File: config.mk
export PLATFORM = sky130hd
export DESIGN_NAME = i2c_register_transfer_sequencer_core
export DESIGN_NICKNAME = d
export VERILOG_FILES = /design/src/i2crts_pkg.sv /design/src/i2crts_wbuf.sv /design/src/i2crts_ctrl.sv /design/src/i2crts_out.sv /design/src/i2c_register_transfer_sequencer_core.sv
export SDC_FILE = /design/constraint.sdc
export NUM_CORES = 1
export LEC_CHECK = 0
export ABC_AREA = 1
export BUFFER_PORTS_ARGS = -buffer_cell sky130_fd_sc_hd__buf_2
export CORE_MARGIN = 2
export CORE_UTILIZATION = 45
export DETAILED_ROUTE_END_ITERATION = 16
export PLACE_DENSITY_LB_ADDON = 0.2
export RECOVER_POWER = 25
export SETUP_SLACK_MARGIN = 0.3
export SYNTH_ARGS = -nofsm -noshare
export SYNTH_HDL_FRONTEND = slang
export SYNTH_SLANG_ARGS = --single-unit
File: constraint.sdc
create_clock -name clk -period 3.4 [get_ports clk]
set_clock_uncertainty 0.1 [all_clocks]
set_input_delay 0.17 -clock clk [delete_from_list [all_inputs] [get_ports clk]]
set_output_delay 0.17 -clock clk [all_outputs]
set_load 0.01 [all_outputs]
File: src/i2crts_pkg.sv
// ----------------------------------------------------------------------------
// i2crts_pkg
// Shared types and codes for the I2C register transfer sequencer: request and
// engine status codes, engine commands, result descriptors.
// ----------------------------------------------------------------------------
package i2crts_pkg;

	// Data bytes per transfer; also the depth of the write buffer
	localparam int MaxLen   = 16;
	localparam int BufAw    = $clog2(MaxLen);
	localparam int LenW     = 5;

	// Request types
	localparam logic [1:0] REQ_LOAD   = 2'd0;
	localparam logic [1:0] REQ_WRITE  = 2'd1;
	localparam logic [1:0] REQ_READ   = 2'd2;
	localparam logic [1:0] REQ_STATUS = 2'd3;

	// Engine status codes; anything above ST_OTHER counts as other
	localparam logic [3:0] ST_START      = 4'd0;
	localparam logic [3:0] ST_RSTART     = 4'd1;
	localparam logic [3:0] ST_ADDRW_ACK  = 4'd2;
	localparam logic [3:0] ST_ADDRW_NACK = 4'd3;
	localparam logic [3:0] ST_TX_ACK     = 4'd4;
	localparam logic [3:0] ST_TX_NACK    = 4'd5;
	localparam logic [3:0] ST_ADDRR_ACK  = 4'd6;
	localparam logic [3:0] ST_ADDRR_NACK = 4'd7;
	localparam logic [3:0] ST_RX_ACK     = 4'd8;
	localparam logic [3:0] ST_RX_NACK    = 4'd9;
	localparam logic [3:0] ST_OTHER      = 4'd10;

	typedef enum logic [1:0] {
		KIND_CMD  = 2'd0,
		KIND_DATA = 2'd1,
		KIND_DONE = 2'd2
	} kind_t;

	typedef enum logic [2:0] {
		CMD_START  = 3'd0,
		CMD_SEND   = 3'd1,
		CMD_RXACK  = 3'd2,
		CMD_RXNACK = 3'd3,
		CMD_STOP   = 3'd4
	} cmd_t;

	typedef enum logic [1:0] {
		DONE_OK     = 2'd0,
		DONE_FAILED = 2'd1,
		DONE_BUSERR = 2'd2
	} done_t;

	// One result item; use_buf marks a send byte taken from the write buffer
	typedef struct packed {
		kind_t      kind;
		cmd_t       cmd;
		logic       use_buf;
		logic [7:0] send_byte;
		logic [7:0] read_byte;
		logic [3:0] read_index;
		done_t      done;
	} res_t;

	// All results of one input item, in order; cnt is 1 to 3
	typedef struct packed {
		res_t [2:0] res;
		logic [1:0] cnt;
	} bundle_t;

	// Write buffer access from the controller
	typedef struct packed {
		logic             we;
		logic [BufAw-1:0] waddr;
		logic [7:0]       wdata;
		logic             re;
		logic [BufAw-1:0] raddr;
	} buf_req_t;

endpackage

File: src/i2crts_wbuf.sv
// ----------------------------------------------------------------------------
// i2crts_wbuf
// Write data buffer: one write port, one synchronous read port with the read
// data registered.
// ----------------------------------------------------------------------------
module i2crts_wbuf import i2crts_pkg::*; (
	input  logic       clk,
	input  buf_req_t   req,
	output logic [7:0] rdata
);

	logic [7:0] mem [MaxLen];

	// Store loaded bytes
	always_ff @(posedge clk) begin
		if (req.we) begin
			mem[req.waddr] <= req.wdata;
		end
	end

	// Registered read; hold the data between reads
	always_ff @(posedge clk) begin
		if (req.re) begin
			rdata <= mem[req.raddr];
		end
	end

endmodule

File: src/i2crts_ctrl.sv
// ----------------------------------------------------------------------------
// i2crts_ctrl
// Transaction controller: holds the transaction state, decodes each accepted
// item into its result descriptors and keeps them in the stage register.
// ----------------------------------------------------------------------------
module i2crts_ctrl import i2crts_pkg::*; (
	input  logic            clk,
	input  logic            arst_n,
	input  logic            cfg_write_en,
	input  logic [2:0]      cfg_write_data,
	input  logic            in_valid,
	output logic            in_stall,
	input  logic [1:0]      req_type,
	input  logic [7:0]      device_address,
	input  logic [7:0]      register_address,
	input  logic [4:0]      byte_count,
	input  logic [3:0]      load_index,
	input  logic [7:0]      load_byte,
	input  logic [3:0]      engine_status,
	input  logic [7:0]      received_byte,
	input  logic            move,
	output logic            bund_valid_s1,
	output bundle_t         bund_s1,
	output buf_req_t        buf_req
);

	typedef enum logic [3:0] {
		PH_IDLE, PH_START, PH_ADDRW, PH_REG, PH_DATA, PH_RSTART, PH_ADDRR, PH_RECV
	} phase_t;

	phase_t          phase_q, phase_d;
	logic            is_read_q, is_read_d;
	logic [3:0]      retry_q, retry_d;
	logic [LenW-1:0] idx_q, idx_d;
	logic [7:0]      taddr_q, taddr_d;
	logic [7:0]      treg_q, treg_d;
	logic [LenW-1:0] len_q, len_d;
	logic [2:0]      max_retries_q;
	bundle_t         bund_d;
	logic            in_acc;

	logic            do_finish, do_nack, pre;
	done_t           fin_ds;
	logic [LenW-1:0] idx_inc, len_sat;
	logic [3:0]      retry_inc;
	logic            retry_ok;
	logic [1:0]      pos;

	function automatic res_t cmd_res(cmd_t c, logic [7:0] sb);
		res_t r;
		r = '0;
		r.kind      = KIND_CMD;
		r.cmd       = c;
		r.send_byte = sb;
		return r;
	endfunction

	function automatic res_t done_res(done_t ds);
		res_t r;
		r = '0;
		r.kind = KIND_DONE;
		r.done = ds;
		return r;
	endfunction

	function automatic res_t data_res(logic [7:0] rx, logic [3:0] ri);
		res_t r;
		r = '0;
		r.kind       = KIND_DATA;
		r.read_byte  = rx;
		r.read_index = ri;
		return r;
	endfunction

	// Pick ack or nack for the next receive
	function automatic res_t recv_res(logic [LenW-1:0] i, logic [LenW-1:0] n);
		return cmd_res((LenW'(i + LenW'(1)) != n) ? CMD_RXACK : CMD_RXNACK, 8'h00);
	endfunction

	// Take a new item while the stage register is empty or moving on
	assign in_stall = bund_valid_s1 && !move;
	assign in_acc   = in_valid && !in_stall;

	assign idx_inc   = LenW'(idx_q + LenW'(1));
	assign retry_inc = 4'(retry_q + 4'd1);
	assign retry_ok  = retry_inc <= {1'b0, max_retries_q};
	assign len_sat   = (byte_count > LenW'(MaxLen)) ? LenW'(MaxLen) : byte_count;

	// Buffer access: loads write, every accepted item reads the byte a send may need
	always_comb begin
		buf_req.we    = in_acc && (req_type == REQ_LOAD);
		buf_req.waddr = load_index;
		buf_req.wdata = load_byte;
		buf_req.re    = in_acc;
		buf_req.raddr = (phase_q == PH_DATA) ? idx_inc[BufAw-1:0] : idx_q[BufAw-1:0];
	end

	// Decode the item against the current phase
	always_comb begin
		phase_d   = phase_q;
		is_read_d = is_read_q;
		retry_d   = retry_q;
		idx_d     = idx_q;
		taddr_d   = taddr_q;
		treg_d    = treg_q;
		len_d     = len_q;
		bund_d    = '0;
		do_finish = 1'b0;
		do_nack   = 1'b0;
		pre       = 1'b0;
		fin_ds    = DONE_BUSERR;

		case (req_type) inside
			REQ_WRITE, REQ_READ: begin
				if (phase_q == PH_IDLE) begin
					is_read_d     = (req_type == REQ_READ);
					taddr_d       = device_address;
					treg_d        = register_address;
					len_d         = len_sat;
					retry_d       = 4'd0;
					idx_d         = '0;
					bund_d.res[0] = cmd_res(CMD_START, 8'h00);
					bund_d.cnt    = 2'd1;
					phase_d       = PH_START;
				end
			end
			REQ_STATUS: begin
				unique case (phase_q)
					PH_IDLE: begin
					end
					PH_START: begin
						if (engine_status == ST_START) begin
							bund_d.res[0] = cmd_res(CMD_SEND, taddr_q & 8'hfe);
							bund_d.cnt    = 2'd1;
							phase_d       = PH_ADDRW;
						end else begin
							do_finish = 1'b1;
						end
					end
					PH_ADDRW: begin
						if (engine_status == ST_ADDRW_ACK) begin
							bund_d.res[0] = cmd_res(CMD_SEND, treg_q);
							bund_d.cnt    = 2'd1;
							phase_d       = PH_REG;
						end else if (engine_status == ST_ADDRW_NACK) begin
							do_nack = 1'b1;
						end else begin
							do_finish = 1'b1;
						end
					end
					PH_REG: begin
						if (engine_status == ST_TX_ACK) begin
							if (len_q == '0) begin
								do_finish = 1'b1;
								fin_ds    = DONE_OK;
							end else if (is_read_q) begin
								bund_d.res[0] = cmd_res(CMD_START, 8'h00);
								bund_d.cnt    = 2'd1;
								phase_d       = PH_RSTART;
							end else begin
								bund_d.res[0]         = cmd_res(CMD_SEND, 8'h00);
								bund_d.res[0].use_buf = 1'b1;
								bund_d.cnt            = 2'd1;
								phase_d               = PH_DATA;
							end
						end else if (engine_status == ST_TX_NACK) begin
							do_nack = 1'b1;
						end else begin
							do_finish = 1'b1;
						end
					end
					PH_DATA: begin
						if (engine_status == ST_TX_ACK) begin
							idx_d = idx_inc;
							if (idx_inc >= len_q) begin
								do_finish = 1'b1;
								fin_ds    = DONE_OK;
							end else begin
								bund_d.res[0]         = cmd_res(CMD_SEND, 8'h00);
								bund_d.res[0].use_buf = 1'b1;
								bund_d.cnt            = 2'd1;
							end
						end else if (engine_status == ST_TX_NACK) begin
							do_nack = 1'b1;
						end else begin
							do_finish = 1'b1;
						end
					end
					PH_RSTART: begin
						if (engine_status == ST_RSTART) begin
							bund_d.res[0] = cmd_res(CMD_SEND, taddr_q | 8'h01);
							bund_d.cnt    = 2'd1;
							phase_d       = PH_ADDRR;
						end else begin
							do_finish = 1'b1;
						end
					end
					PH_ADDRR: begin
						if (engine_status == ST_ADDRR_ACK) begin
							bund_d.res[0] = recv_res(idx_q, len_q);
							bund_d.cnt    = 2'd1;
							phase_d       = PH_RECV;
						end else if (engine_status == ST_ADDRR_NACK) begin
							do_nack = 1'b1;
						end else begin
							do_finish = 1'b1;
						end
					end
					PH_RECV: begin
						if (engine_status == ST_RX_ACK || engine_status == ST_RX_NACK) begin
							bund_d.res[0] = data_res(received_byte, idx_q[3:0]);
							pre           = 1'b1;
							idx_d         = idx_inc;
							if (engine_status == ST_RX_NACK || idx_inc >= len_q) begin
								do_finish = 1'b1;
								fin_ds    = DONE_OK;
							end else begin
								bund_d.res[1] = recv_res(idx_inc, len_q);
								bund_d.cnt    = 2'd2;
							end
						end else begin
							do_finish = 1'b1;
						end
					end
					default: begin
					end
				endcase
			end
			default: begin
			end
		endcase

		// Append stop and the closing results after any leading result
		pos = pre ? 2'd1 : 2'd0;
		if (do_finish) begin
			bund_d.res[pos]       = cmd_res(CMD_STOP, 8'h00);
			bund_d.res[2'(pos+1)] = done_res(fin_ds);
			bund_d.cnt            = 2'(pos + 2'd2);
			phase_d               = PH_IDLE;
		end
		if (do_nack) begin
			bund_d.res[0] = cmd_res(CMD_STOP, 8'h00);
			bund_d.cnt    = 2'd2;
			retry_d       = retry_inc;
			if (retry_ok) begin
				bund_d.res[1] = cmd_res(CMD_START, 8'h00);
				idx_d         = '0;
				phase_d       = PH_START;
			end else begin
				bund_d.res[1] = done_res(DONE_FAILED);
				phase_d       = PH_IDLE;
			end
		end
	end

	// Hold transaction state and the stage register
	always_ff @(posedge clk or negedge arst_n) begin
		if (!arst_n) begin
			phase_q       <= PH_IDLE;
			is_read_q     <= 1'b0;
			retry_q       <= 4'd0;
			idx_q         <= '0;
			taddr_q       <= 8'h00;
			treg_q        <= 8'h00;
			len_q         <= '0;
			max_retries_q <= 3'd3;
			bund_valid_s1 <= 1'b0;
			bund_s1       <= '0;
		end else begin
			if (cfg_write_en) begin
				max_retries_q <= cfg_write_data;
			end
			if (in_acc && req_type != REQ_LOAD) begin
				phase_q   <= phase_d;
				is_read_q <= is_read_d;
				retry_q   <= retry_d;
				idx_q     <= idx_d;
				taddr_q   <= taddr_d;
				treg_q    <= treg_d;
				len_q     <= len_d;
			end
			if (in_acc && bund_d.cnt != 2'd0) begin
				bund_valid_s1 <= 1'b1;
				bund_s1       <= bund_d;
			end else if (move) begin
				bund_valid_s1 <= 1'b0;
			end
		end
	end

endmodule

File: src/i2crts_out.sv
// ----------------------------------------------------------------------------
// i2crts_out
// Result serialiser: holds one item's result descriptors and hands them out
// one per cycle while out_stall is low, marking the final one.
// ----------------------------------------------------------------------------
module i2crts_out import i2crts_pkg::*; (
	input  logic    clk,
	input  logic    arst_n,
	input  logic    bund_valid_s1,
	input  bundle_t bund_in,
	output logic    move,
	output logic    out_valid,
	input  logic    out_stall,
	output res_t    cur,
	output logic    cur_last
);

	bundle_t    bund_q;
	logic [1:0] ptr_q;
	logic       valid_q;
	logic       take;

	assign out_valid = valid_q;
	assign cur       = bund_q.res[ptr_q];
	assign cur_last  = (ptr_q == 2'(bund_q.cnt - 2'd1));
	assign take      = valid_q && !out_stall;
	assign move      = bund_valid_s1 && (!valid_q || (take && cur_last));

	// Load a new set of results once the previous one is fully taken
	always_ff @(posedge clk or negedge arst_n) begin
		if (!arst_n) begin
			valid_q <= 1'b0;
			ptr_q   <= 2'd0;
			bund_q  <= '0;
		end else begin
			if (move) begin
				valid_q <= 1'b1;
				ptr_q   <= 2'd0;
				bund_q  <= bund_in;
			end else if (take) begin
				if (cur_last) begin
					valid_q <= 1'b0;
				end else begin
					ptr_q <= 2'(ptr_q + 2'd1);
				end
			end
		end
	end

endmodule

File: src/i2c_register_transfer_sequencer_core.sv
// ----------------------------------------------------------------------------
// i2c_register_transfer_sequencer_core
// Register read/write transaction sequencer above a byte-level I2C engine.
// ----------------------------------------------------------------------------
// The block takes one input item per cycle unless the input is stalled. An
// item that causes several results (at most three) holds the output while they
// leave one per cycle, as long as out_stall is low. The result stage register
// keeps one item's results while the previous item's results are still being
// taken, so the input is stalled only when both are full. Write data bytes are
// loaded into a 16-entry buffer memory; the byte a send command needs is read
// into a register when the status item is taken and joins its result as the
// result leaves the stage register. Engine status items that do not fit the
// phase of an active transaction end it with a stop and a bus error.
// ----------------------------------------------------------------------------
module i2c_register_transfer_sequencer_core import i2crts_pkg::*; (
	input  logic       clk,
	input  logic       arst_n,
	input  logic       cfg_write_en,
	input  logic [2:0] cfg_write_data,
	input  logic       in_valid,
	output logic       in_stall,
	input  logic [1:0] req_type,
	input  logic [7:0] device_address,
	input  logic [7:0] register_address,
	input  logic [4:0] byte_count,
	input  logic [3:0] load_index,
	input  logic [7:0] load_byte,
	input  logic [3:0] engine_status,
	input  logic [7:0] received_byte,
	output logic       out_valid,
	input  logic       out_stall,
	output logic [1:0] result_kind,
	output logic [2:0] engine_command,
	output logic [7:0] send_byte,
	output logic [7:0] read_byte,
	output logic [3:0] read_index,
	output logic [1:0] done_status,
	output logic       last
);

	bundle_t    bund_s1;
	bundle_t    bund_m;
	logic       bund_valid_s1;
	logic       move;
	buf_req_t   buf_req;
	logic [7:0] buf_rdata;
	res_t       cur;

	i2crts_ctrl u_ctrl (
		.clk              (clk),
		.arst_n           (arst_n),
		.cfg_write_en     (cfg_write_en),
		.cfg_write_data   (cfg_write_data),
		.in_valid         (in_valid),
		.in_stall         (in_stall),
		.req_type         (req_type),
		.device_address   (device_address),
		.register_address (register_address),
		.byte_count       (byte_count),
		.load_index       (load_index),
		.load_byte        (load_byte),
		.engine_status    (engine_status),
		.received_byte    (received_byte),
		.move             (move),
		.bund_valid_s1    (bund_valid_s1),
		.bund_s1          (bund_s1),
		.buf_req          (buf_req)
	);

	i2crts_wbuf u_wbuf (
		.clk   (clk),
		.req   (buf_req),
		.rdata (buf_rdata)
	);

	// Drop the buffer byte into any send that asked for it
	always_comb begin
		bund_m = bund_s1;
		for (int k = 0; k < 3; k++) begin
			if (bund_s1.res[k].use_buf) begin
				bund_m.res[k].send_byte = buf_rdata;
			end
		end
	end

	i2crts_out u_out (
		.clk           (clk),
		.arst_n        (arst_n),
		.bund_valid_s1 (bund_valid_s1),
		.bund_in       (bund_m),
		.move          (move),
		.out_valid     (out_valid),
		.out_stall     (out_stall),
		.cur           (cur),
		.cur_last      (last)
	);

	assign result_kind    = cur.kind;
	assign engine_command = cur.cmd;
	assign send_byte      = cur.send_byte;
	assign read_byte      = cur.read_byte;
	assign read_index     = cur.read_index;
	assign done_status    = cur.done;

	// A transaction done result is always the final result of its item
	a_done_is_last: assert property (@(posedge clk) disable iff (!arst_n)
		out_valid && result_kind == KIND_DONE |-> last)
		else $error("done result without last");

	// A held set of results carries one to three entries
	a_bund_cnt: assert property (@(posedge clk) disable iff (!arst_n)
		bund_valid_s1 |-> bund_s1.cnt != 2'd0)
		else $error("empty result set in stage register");

	// Results handed to the serialiser show up at the output next cycle
	a_move_shows: assert property (@(posedge clk) disable iff (!arst_n)
		move |=> out_valid)
		else $error("moved results not presented");

	// The output empties after its final result is taken with nothing behind it
	a_drain: assert property (@(posedge clk) disable iff (!arst_n)
		out_valid && last && !out_stall && !move |=> !out_valid)
		else $error("output valid after final result taken");

endmodule
# Word level (Yosys, flattened, before mapping)
# Memory sizes are Yosys's and may differ from the RTL's. A register that Yosys moved wholly into a read port is not among the register bits.
# Index checks and enable logic that the tools add are counted.
# classes
n_addsub	7
n_lt_le_gt_ge	8
eq_ne	30
n_mux	109
bitwise	3
reduce_logical	37
# op_table
cell	count
$mux 28	8
$pmux 30 s7	1
$mux 26	6
$mux 30	5
$mux 58	2
$demux 28 s2	2
$mux 86	1
$bwmux 84	1
$and 54x81->81	1
$not 81->81	1
$mux 4	15
$bmux 28 s2	1
$mux 1	40
$mux 5	8
$eq 4x3->1 const B	8
$ne 5x1->1 const B	5
$mux 8	3
$mux 2	11
$pmux 4 s5	1
$eq 4x2->1 const B	4
$reduce_bool 2->1	7
$add 5x1->5 const B	2
$logic_and 1x1->1	10
$ne 5x5->1	2
33 further kinds	49
# totals
ff_bits	214
ram_bits	128
in_bits	55
output_inout_bits	30
elab_cells	250
memories	1
# mem_list
name	depth	width	rd	rd_ports_with_merged_regs	write_ports	line_no	rtl
u_wbuf.mem	16	8	1	1	1	i2crts_wbuf.sv:12	logic [7:0] mem [MaxLen];

# Logic depth before layout (Yosys ltp)
# logic_depth
ltp_word	19
ltp_mapped	21
ltp_nobuf	20

# By module
# From an unflattened synthesis, not the netlist that was laid out.
# unflattened
hier_cells	1799
area_unflattened_um2	15308.4
# modules_own_cells
mod	n_inst	cells_per_inst	area_per_inst_um2	seq_area_each_um2
i2crts_wbuf	1	551	5846.9	4083.9
i2crts_ctrl	1	638	4968.5	1804.2
i2crts_out	1	532	4177.8	2227.1
i2c_register_transfer_sequencer_core	1	78	315.3	0.0

# Least setup slack after synthesis
# No wires, ideal clock.
# synth_path
path_type	flip-flop to flip-flop
from	reg u_ctrl.idx_q[0]
to	reg u_ctrl.bund_s1[10] (netlist name)
setup_ps	117
arrival_ps	2520
t_required_ps	3183
setup_slack_ps	664
path_stages_with_launch	20
n_path_buf	2
period_less_slack_ps	2736
path_cell_list	dfrtp_1 clkbuf_2 inv_1 ha_1 inv_1 ha_1 nand2_1 nor2_1 nand2_1 nand2_1 nor2_1 nand2_1 nand3_1 a21oi_2 nand2_1 nand3_1 nand2_2 buf_6 nand2_1 nand2_1
# synth_via
elab_chain_cells	12
# synth_lines
item	line_no	rtl
start, declared	i2crts_ctrl.sv:34	logic [LenW-1:0] idx_q, idx_d;
start signal, assigned	i2crts_ctrl.sv:277	idx_q <= idx_d;
$add 5x1->5 *	i2crts_ctrl.sv:84	assign idx_inc = LenW'(idx_q + LenW'(1));
$ge 5x5->1 *	i2crts_ctrl.sv:175, i2crts_ctrl.sv:214	
$logic_or 1x1->1	i2crts_ctrl.sv:214	if (engine_status == ST_RX_NACK || idx_inc >= len_q) begin
$mux 1 / $mux 2 (equally long branches)	i2crts_ctrl.sv:214	
$mux 1 / $mux 58 (equally long branches)	i2crts_ctrl.sv:210	if (engine_status == ST_RX_ACK || engine_status == ST_RX_NACK) begin
$pmux 1 s7 / $pmux 30 s7 (equally long branches)	i2crts_ctrl.sv:128	unique case (phase_q)
$mux 1 / $mux 30 (equally long branches) (2 in series)	i2crts_ctrl.sv:113	case (req_type) inside
$mux 86 *	i2crts_ctrl.sv:235	if (do_finish) begin
$mux 58 *	i2crts_ctrl.sv:241	if (do_nack) begin
$reduce_bool 2->1	i2crts_ctrl.sv:282	if (in_acc && bund_d.cnt != 2'd0) begin
$logic_and 1x1->1	i2crts_ctrl.sv:282	
# Mark *: on every way between the ends. The rest lies on a longest branch, timed or not.
# A chain may end at the register's enable or synchronous reset.

# Worst setup path in the final report
# layout_path
from	reg u_ctrl.idx_q[0]
to	reg u_ctrl.bund_s1[26] (netlist name)
# layout_via
elab_chain_cells	12
# layout_lines
item	line_no
$add 5x1->5 *	i2crts_ctrl.sv:84
$ge 5x5->1 *	i2crts_ctrl.sv:175, i2crts_ctrl.sv:214
$logic_or 1x1->1	i2crts_ctrl.sv:214
$mux 1 / $mux 2 (equally long branches)	i2crts_ctrl.sv:214
$mux 1 / $mux 58 (equally long branches)	i2crts_ctrl.sv:210
$pmux 1 s7 / $pmux 30 s7 (equally long branches)	i2crts_ctrl.sv:128
$mux 1 / $mux 30 (equally long branches) (2 in series)	i2crts_ctrl.sv:113
$mux 86 *	i2crts_ctrl.sv:235
$mux 58 *	i2crts_ctrl.sv:241
$reduce_bool 2->1	i2crts_ctrl.sv:282
$logic_and 1x1->1	i2crts_ctrl.sv:282
# Marks and branches as above.

==> impl_metrics.csv <==
group,metric,value,unit
status,status,"finished, violations left",
status,violations,"negative hold slack, max-capacitance violations, max-slew violations",
yosys,seq_area_frac_synth,0.603,
global_routing,grt_pass1_wl,44400,um
final_layout,fin_nets,1401,
drt,drt_iter0_drc,641,
drt,route.detailed.drc,0,
clock_network,htreeDepth,1,
drt,vias_per_cell,5.29,
critical_path,worstSetupPathType,"reg2reg",
final_layout,drive_gt1_frac,0.159,
yosys,synth-edff-count,136,
critical_path,critPathLaunchType,"register",
floorplanning,initial_core_util,0.462,
job,drv_cap,1,
sta,fin_crit,2950,ps
critical_path,crit_path_end_kind,"register",
yosys,synth_nets,1241,
sta,max-slew-margin-rel,-0.136,
floorplanning,die_x,162,um
hold_path,min_path_type,"in2reg",
yosys,synth_async_sr_flop_share,0.445,
power_and_ir_drop,p_sw,3.35,mW
sta,maxSlewViolCount,68,
final_layout,antenna_cells,0,
sta,rsz0062_at_grt,"no",
global_routing,grt_max_degree,69,
yosys,synth_flop_cell,"edfxtp_1",
power_and_ir_drop,power-per-cell-area,699,nW/um2
yosys,ys_types,47,
power_and_ir_drop,p_int,6.28,mW
yosys,syn_area,11300,um2
clock_network,tritoncts,"yes",
final_layout,multi_input_area,3860,um2
global_routing,antenna_found_initial,0,
floorplanning,die_h,162,um
place,place_congestion,0.852,
clock_network,clock_sinks,245,
yosys,syn_inst,1171,
sta,fmax,340,MHz
yosys,ys_top_cells_by_area,"edfxtp_1, dfrtp_1, nand2_1",
power_and_ir_drop,combPwrFrac,0.306,
yosys,synth_seq_cells,245,
place,port_buffers,83,
clock_network,clk_path_buf_depth,3,
sta,tightestPinTransition,1700,ps
sta,hold_viol,1,
final_layout,final_area,13800,um2
yosys,yosys_warnings,0,
critical_path,required,3710,ps
final_layout,fill_cells,2153,
critical_path,crit_path_max_fanout,20,
power_and_ir_drop,pwr-share-seq,0.388,
global_routing,grt_pass1_vias,8489,
clock_network,cts_root_buffer,"clkbuf_16",
floorplanning,die_area,26400,um2
power_and_ir_drop,p_sw_frac,0.347,
floorplanning,ios,85,
place,hpwl,18000,um
drt,wire_per_inst,16.9,um
drt,vias,8852,
clock_network,path_clk_slew,60,ps
sta,fin_crit_sh,0.866,
critical_path,cp.arrival,3260,ps
drt,wl,28300,um
hold_path,whs_path_depth,3,
power_and_ir_drop,p_leak,5.83,nW
global_routing,grt_use_total,0.214,
place,place_area,12100,um2
floorplanning,num_rows,57,
clock_network,cts_buffers,26,
yosys,netlist.area_leader.share,0.362,
power_and_ir_drop,ir_worst_vdd,0.504,mV
drt,dr.pass1.iters,6,
floorplanning,core_area,24500,um2
final_layout,seqCellArea,6810,um2
global_routing,grt_overflow,0,
clock_network,clk_latency,530,ps
final_layout,areaGrowthSynthToFinish,22.0,%
power_and_ir_drop,clkPwrFrac,0.306,
sta,whs,-0.598,ps
sta,setup_viol,0,
drt,ant_nets,0,
yosys,yosysTopAreaCell,"edfxtp_1",
sta,finalSetupTns,0,ps
yosys,syn_avg_cell_area,9.64,um2
critical_path,reg2reg_depth,20,
-- power groups by stage --
stage	Clock, mW	Sequential (mW)	Combinational, mW
final	2.95	3.74	2.95
after global routing	3.10	3.77	3.31
after floorplan	0	3.73	1.95
after detailed placement	0	3.80	2.72
after global placement	0	3.79	2.68
after CTS	3.01	3.73	2.89
-- cell families (layout without fill, tap and decap cells) --
kind of cell	count (synthesis)	in the layout	synth area share
xor+xnor	6	6	0.00465
compound gates	220	220	0.114
mux	2	2	0.00199
fa+ha+maj	15	15	0.0166
simple gates	508	511	0.193
flops	245	245	0.603
buf+inv	175	351	0.0660
-- synthesized netlist by cell type, drive strengths merged (2+ instances only) --
library cell	count
o211ai	16
o22ai	18
a21oi	8
ha	15
nor3	14
o221ai	25
buf	24
nor4	4
dfstp	2
mux2	2
nand2	255
xnor2	5
edfxtp	136
o21ai	147
clkinv	2
clkbuf	26
nand4	18
nand3	63
dfrtp	107
inv	123
nor2	151
-- metal layers --
metal	part of all wire	global-route usage	vias up
met4	0.023	0.0555	0
li1	-	-	4304
met5	0	0	-
met1	0.43	0.287	4219
met2	0.49	0.370	277
met3	0.059	0.0265	52
-- area by class of cell --
type / count / share of cell area
inverters: 125 / 0.0353
clock buffers: 35 / 0.0557
well taps: 324 / 0.0294
flip-flops and latches: 245 / 0.495
multi-input cells: 754 / 0.281
clock inverters: 12 / 0.00999
repair buffers: 178 / 0.0935
repair inverters: 1 / 0.000636
-- cells in the final DEF (no fill, tap or decap), types with 16 or more instances in the layout --
| master | n |
|---|---|
| buf_2 | 74 |
| buf_4 | 40 |
| clkbuf_16 | 28 |
| dfrtp_1 | 107 |
| dlygate4sd3_1 | 51 |
| edfxtp_1 | 136 |
| inv_1 | 116 |
| nand2_1 | 241 |
| nand3_1 | 59 |
| nand4_1 | 16 |
| nor2_1 | 137 |
| o211ai_1 | 16 |
| o21ai_0 | 125 |
| o21ai_1 | 20 |
| o221ai_1 | 25 |
| o22ai_1 | 18 |
-- critical path: stages (launching register included) --
cell      delay (ps)
dfrtp_1          370
buf_6            150
inv_1             80
ha_1             300
inv_1             50
ha_1             280
nand2_1           70
nor2_2            40
nand2_1          110
nand2_2           90
nor2_4           130
nand3b_1          80
nand2_1           70
nand3_2          120
nand2_4          150
nand3_1          120
nand2_2          110
nand2_2          110
buf_12           180
nand2_1           70
nand2_1           60
-- state kept, by name, indices dropped and copies added, names as in the netlist, 4 cells and up --
| register | count |
|---|---|
| u_ctrl.bund_s1 | 35 |
| u_ctrl.idx_q | 5 |
| u_ctrl.len_q | 5 |
| u_ctrl.retry_q | 4 |
| u_ctrl.taddr_q | 7 |
| u_ctrl.treg_q | 8 |
| u_out.bund_q | 34 |
| u_wbuf.mem | 128 |
| u_wbuf.rdata | 8 |
-- stage by stage --
stage	total power [mW]	util	cells	worst slack, ps
finish	9.63	0.563	1674	455
global route	10.2	0.563	1674	281
CTS	9.63	0.558	1666	317
detailed placement	6.52	0.496	1562	259
global placement	6.46	0.496	1562	317
floorplan	5.67	-	1171	664
-- final timing paths --
path / slack (ps) / endpoint / from
setup / recovery: 450 / u_ctrl.bund_s1[26] / u_ctrl.idx_q[0]
hold / removal: -0.6 / u_wbuf.rdata[1] / in_valid
setup reg to reg: 450 / u_ctrl.bund_s1[26] / u_ctrl.idx_q[0]
hold reg to reg: 370 / u_ctrl.bund_s1[27] / u_ctrl.bund_s1[27]
max in group asynchronous: 1630 / u_ctrl.max_retries_q[1] / arst_n
min in group asynchronous: 530 / u_ctrl.bund_valid_s1 / arst_n
-- what timing repair did --
action | in CTS | in global routing
endpoints found under the setup margin | 33 | 48
pin swaps | 3 | 2
cloned | 3 | 1
hold buffers | 51 | 0
endpoints found under the hold margin | 230 | 0
buffers inserted | 3 | 7
resized for setup | 6 | 17
No activity file was read; power rests on OpenSTA's default activity.
